[config.mk]
export PLATFORM = sky130hd
export DESIGN_NAME = lphm_front
export DESIGN_NICKNAME = d
export VERILOG_FILES = /design/src/lphm_pkg.sv /design/src/lphm_front.sv
export SDC_FILE = /design/constraint.sdc
export NUM_CORES = 1
export LEC_CHECK = 0
export ABC_CLOCK_PERIOD_IN_PS = 9500
export CORE_MARGIN = 2
export CORE_UTILIZATION = 30
export CTS_CLUSTER_DIAMETER = 200
export DETAILED_ROUTE_END_ITERATION = 16
export DONT_BUFFER_PORTS = 1
export HOLD_SLACK_MARGIN = 0.05
export PLACE_DENSITY = 0.54
export SLEW_MARGIN = 30
export SYNTH_ARGS = -nofsm -noshare
export SYNTH_HDL_FRONTEND = slang
export SYNTH_SLANG_ARGS = --single-unit
[constraint.sdc]
create_clock -name clk -period 9.5 [get_ports clk]
set_clock_uncertainty 0.15 [all_clocks]
set_input_delay 0.475 -clock clk [delete_from_list [all_inputs] [get_ports clk]]
set_output_delay 0.475 -clock clk [all_outputs]
set_load 0.005 [all_outputs]
[src/lphm_pkg.sv]
// lphm_pkg: shared constants, types and hash multiplier for the linear probe hash map
// no dependencies
`timescale 1ns / 1ps
package lphm_pkg;
  localparam int SLOTS = 1024;
  localparam int VALUE_BITS = 32;
  localparam int IDX_W = $clog2(SLOTS);
  localparam int CNT_W = IDX_W + 1;
  localparam int Q_DEPTH = 2;
  localparam logic [63:0] HASH_MULT = 64'd2654435761;
  localparam logic [9:0] LIMIT_RESET = 10'd614;

  localparam logic [1:0] OP_GET = 2'd0;
  localparam logic [1:0] OP_SET = 2'd1;
  localparam logic [1:0] OP_DEL = 2'd2;

  localparam logic [1:0] ST_DONE = 2'd0;
  localparam logic [1:0] ST_REPL = 2'd1;
  localparam logic [1:0] ST_MISS = 2'd2;
  localparam logic [1:0] ST_FULL = 2'd3;

  typedef struct packed {
    logic [1:0] op;
    logic [31:0] key;
    logic [31:0] value;
    logic [IDX_W-1:0] home;
    logic legal;
  } cmd_t;

  typedef struct packed {
    logic [1:0] status;
    logic [31:0] data_out;
    logic [10:0] entry_count;
  } res_t;
endpackage

[src/lphm_front.sv]
// lphm_front: accepts requests, computes home slot, queues them for the engine
// depends on lphm_pkg
`timescale 1ns / 1ps
module lphm_front (
  input  logic clk,
  input  logic rst_n,
  input  logic in_valid,
  output logic in_ready,
  input  logic [1:0] in_operation,
  input  logic signed [31:0] in_key,
  input  logic [31:0] in_value,
  output logic q_valid,
  input  logic q_ready,
  output lphm_pkg::cmd_t q_cmd
);
  import lphm_pkg::*;
  // stage 1 register: request with its home slot
  // the home slot needs only the low key bits of the product
  logic s1_v_r, s1_v_nxt;
  logic [1:0] s1_op_r;
  logic [31:0] s1_key_r, s1_val_r;
  logic [IDX_W-1:0] s1_home_r;
  cmd_t q_r [Q_DEPTH];
  logic [1:0] cnt_r, cnt_nxt;
  logic wp_r, rp_r;
  logic [IDX_W-1:0] prod;
  logic push, pop;

  assign prod = in_key[IDX_W-1:0] * HASH_MULT[IDX_W-1:0];
  assign in_ready = !s1_v_r && (cnt_r == 2'd0);
  assign push = s1_v_r;
  assign pop = q_valid && q_ready;
  assign q_valid = cnt_r != 2'd0;
  assign q_cmd = q_r[rp_r];

  always_comb begin
    s1_v_nxt = s1_v_r;
    if (in_valid && in_ready) s1_v_nxt = 1'b1;
    else if (push) s1_v_nxt = 1'b0;
    cnt_nxt = cnt_r + {1'b0, push} - {1'b0, pop};
  end

  always_ff @(posedge clk) begin
    if (!rst_n) begin
      s1_v_r <= 1'b0;
      cnt_r <= 2'd0;
      wp_r <= 1'b0;
      rp_r <= 1'b0;
    end else begin
      s1_v_r <= s1_v_nxt;
      cnt_r <= cnt_nxt;
      if (push) wp_r <= !wp_r;
      if (pop) rp_r <= !rp_r;
    end
    if (in_valid && in_ready) begin
      s1_op_r <= in_operation;
      s1_key_r <= in_key;
      s1_val_r <= in_value;
      s1_home_r <= prod;
    end
    if (push) begin
      q_r[wp_r].op <= s1_op_r;
      q_r[wp_r].key <= s1_key_r;
      q_r[wp_r].value <= s1_val_r;
      q_r[wp_r].home <= s1_home_r;
      q_r[wp_r].legal <= (s1_op_r == OP_GET) || (s1_op_r == OP_SET) || (s1_op_r == OP_DEL);
    end
  end
endmodule

==> flow_summary.toml <==
[timing]
worstMarginPinSlew_ns = 0.760
min_period_ns = 2.94
period_share_pct = 30.9
fmax_ghz = 0.340
slew_viol_final = 0
rsz0062_at_grt = "false"
setup_ws_ns = 6.56
setup_tns_ns = 0
hold_viol = 0
setup-violations-final = 0
relSlewSlack_pct = 49.3

[critical_path]
critPathLaunchType = "input port"
arrival_ns = 3.04
crit_fanout = 3
cp.required_ns = 9.60
crit_type = "input port to flip-flop"
worstSetupEndpointType = "flip-flop"

[die]
die_w_microns = 169
die_h_microns = 169
initial_utilization_pct = 30.4
num_rows = 60
core-area_sq_um = 26900
die_area_sq_um = 28600
ios = 149

[logic_synthesis]
synth-compound-area-share_pct = 0.337
syn_avg_cell_area_sq_um = 21.7
ys_top_cells_by_area = "edfxtp_1, mux2_2, ha_1"
syn-num-nets = 471
synth-adder-area-share_pct = 4.04
synthSimpleGateAreaFrac_pct = 0.841
synth_top_family_by_area = "multiplexers"
synth-xor-area-share_pct = 1.62
yosysSeqAreaShare_pct = 81.5
syn-cell-area_sq_um = 8180
synthFlopType = "edfxtp_1"
yosys.area.top_type = "edfxtp_1"
synthArstFlopShare_pct = 0
yosysMostFrequentCell = "edfxtp_1"
ys_types = 20
synth-edff-count = 218
syn_inst = 377
ys_warn_count = 0
ys_ff_latch = 224
synthMuxAreaShare_pct = 10.1
synth_top_area_share_pct = 80.0
ys_top_cells_by_count = "edfxtp_1, mux2_2, ha_1"

[finish]
fill_cells = 2462
fin_util_pct = 37.6
nets = 558
drive_above_1_share_pct = 24.1
syn_to_final_growth_pct = 23.5

[power]
p_leak_nw = 3.37
p_per_area_nw_per_um2 = 271
irDropWorstVdd_uv = 153

[global_route]
grtUsageTotal_pct = 9.98
grtUsageMet1_pct = 10.5
grt_pass1_wl_mm = 21.9
use_met3_pct = 3.79
grt_max_degree = 74
grt_pass1_vias = 3865
gr-total-overflow = 0
top_usage_layer = "met2"
antenna_found_initial = 1
gr-usage-met2_pct = 18.5

[placed_design]
port-buffer-count = 0
place_ws_ns = 6.03
place_hpwl_mm = 9.00
gp_congestion = 0.701

[clock_network]
cts_root_buffer = "clkbuf_16"
numCtsBuffers = 25
cts_tree = "done"
htreeDepth = 1
clkSlewWorstSetupHoldPaths_ns = 0.06
cts_sinks = 224
cts_setup_buffers = 0
clk_latency_ns = 0.51
cts_hold_buf = 67
cts_resized = 0
cts_buffer_depth = 3

[hold_path]
hp-class = "input port to flip-flop"

[status]
status = "completed"

[routing]
drt_iter0_drc = 177
routed_via_density = 4.28
postRouteAntennaNets = 0
wl_per_cell_microns = 17.8
dr.pass1.iters = 4
num_vias = 3526
wl_mm = 14.7
remaining_drc_errors = 0

[job]
maxCapViolCount = 0
-- state kept, by name, indices dropped and copies added (netlist names), named ones only --
signal and cells:
cnt_r 2, s1_op_r 2, wp_r 1, q_r 146, s1_key_r 32, rp_r 1, s1_val_r 32, s1_home_r 6
push 1
-- where the power goes --
part | switching, mW | internal, mW
combinational | 0.220 | 0.192
clock | 0.364 | 0.560
sequential | 0.0825 | 1.32
total | 0.667 | 2.07
-- final cells by class --
class	count	area, sq um	area share [%]
clock inverter	15	149	1.47
inverter	16	60.1	0.595
tap	341	427	4.22
multi-input combinational	125	1400	13.8
timing repair buffer	72	757	7.49
antenna	1	2.50	0.0248
clock buffer	29	641	6.34
sequential	224	6670	66.0
-- metal layers --
layer  up-vias  share of wire, %
li1       1625                 -
met1      1779                38
met2        98                52
met3        24               7.6
met4         0               2.3
met5         -                 0
-- logic make-up (layout without fill, tap and decap cells) --
family	after synthesis	after routing
and+or+nand+nor	12	12
xor gates and xnor gates	12	12
muxes	73	73
DFF	224	224
buffers and inverters	28	132
AOI/OAI and AO/OA	4	4
adders and majority gates	24	24
other	0	1
-- through the flow --
step | area [sq um] | hold WS [ns] | total power, mW | instances
3_5_place_dp | 8640 | 0.279 | 1.83 | 711
6_report | 10100 | 0.186 | 2.74 | 823
3_3_place_gp | 8570 | 0.272 | 1.80 | 708
5_1_grt | 10100 | 0.184 | 2.87 | 823
4_1_cts | 10100 | 0.165 | 2.79 | 822
2_1_floorplan | 8180 | 0.271 | 1.71 | 377
-- layout by cell type, fill, tap and decap left out --
cell,count
buf_12,2
nor3b_2,1
dfxtp_1,5
xnor3_1,2
inv_1,16
nor2b_1,3
mux2_2,73
and2_1,3
edfxtp_1,218
xnor2_1,9
dfxtp_4,1
fa_1,4
diode_2,1
clkinv_2,2
clkbuf_16,25
and2_4,1
ha_1,20
nor2_4,1
dlygate4sd3_1,67
bufinv_16,3
nand2_1,1
or2_2,1
nor2_1,1
buf_16,1
clkbuf_1,4
buf_4,1
o21a_1,2
clkinvlp_4,3
a21o_1,1
xor2_1,1
a21oi_1,1
buf_6,1
clkinv_1,7
-- final timing paths --
check,startpoint,endpoint,slack (ns),cells after the start
worst max register to register,push,q_r[0][25],7.28,3
worst min-delay path,q_ready,flip-flop,0.19,3
worst max-delay path,in_key[0],s1_home_r[9],6.56,9
worst min register to register,s1_val_r[26],q_r[1][37],0.29,0
-- worst max-delay path, cell delays in order --
cell     delay (ns)
ha_1           0.30
ha_1           0.29
inv_1          0.05
fa_1           0.50
fa_1           0.54
inv_1          0.04
ha_1           0.32
a21oi_1        0.14
xnor3_1        0.39
Note: power is estimated with default switching activity, not from simulation.
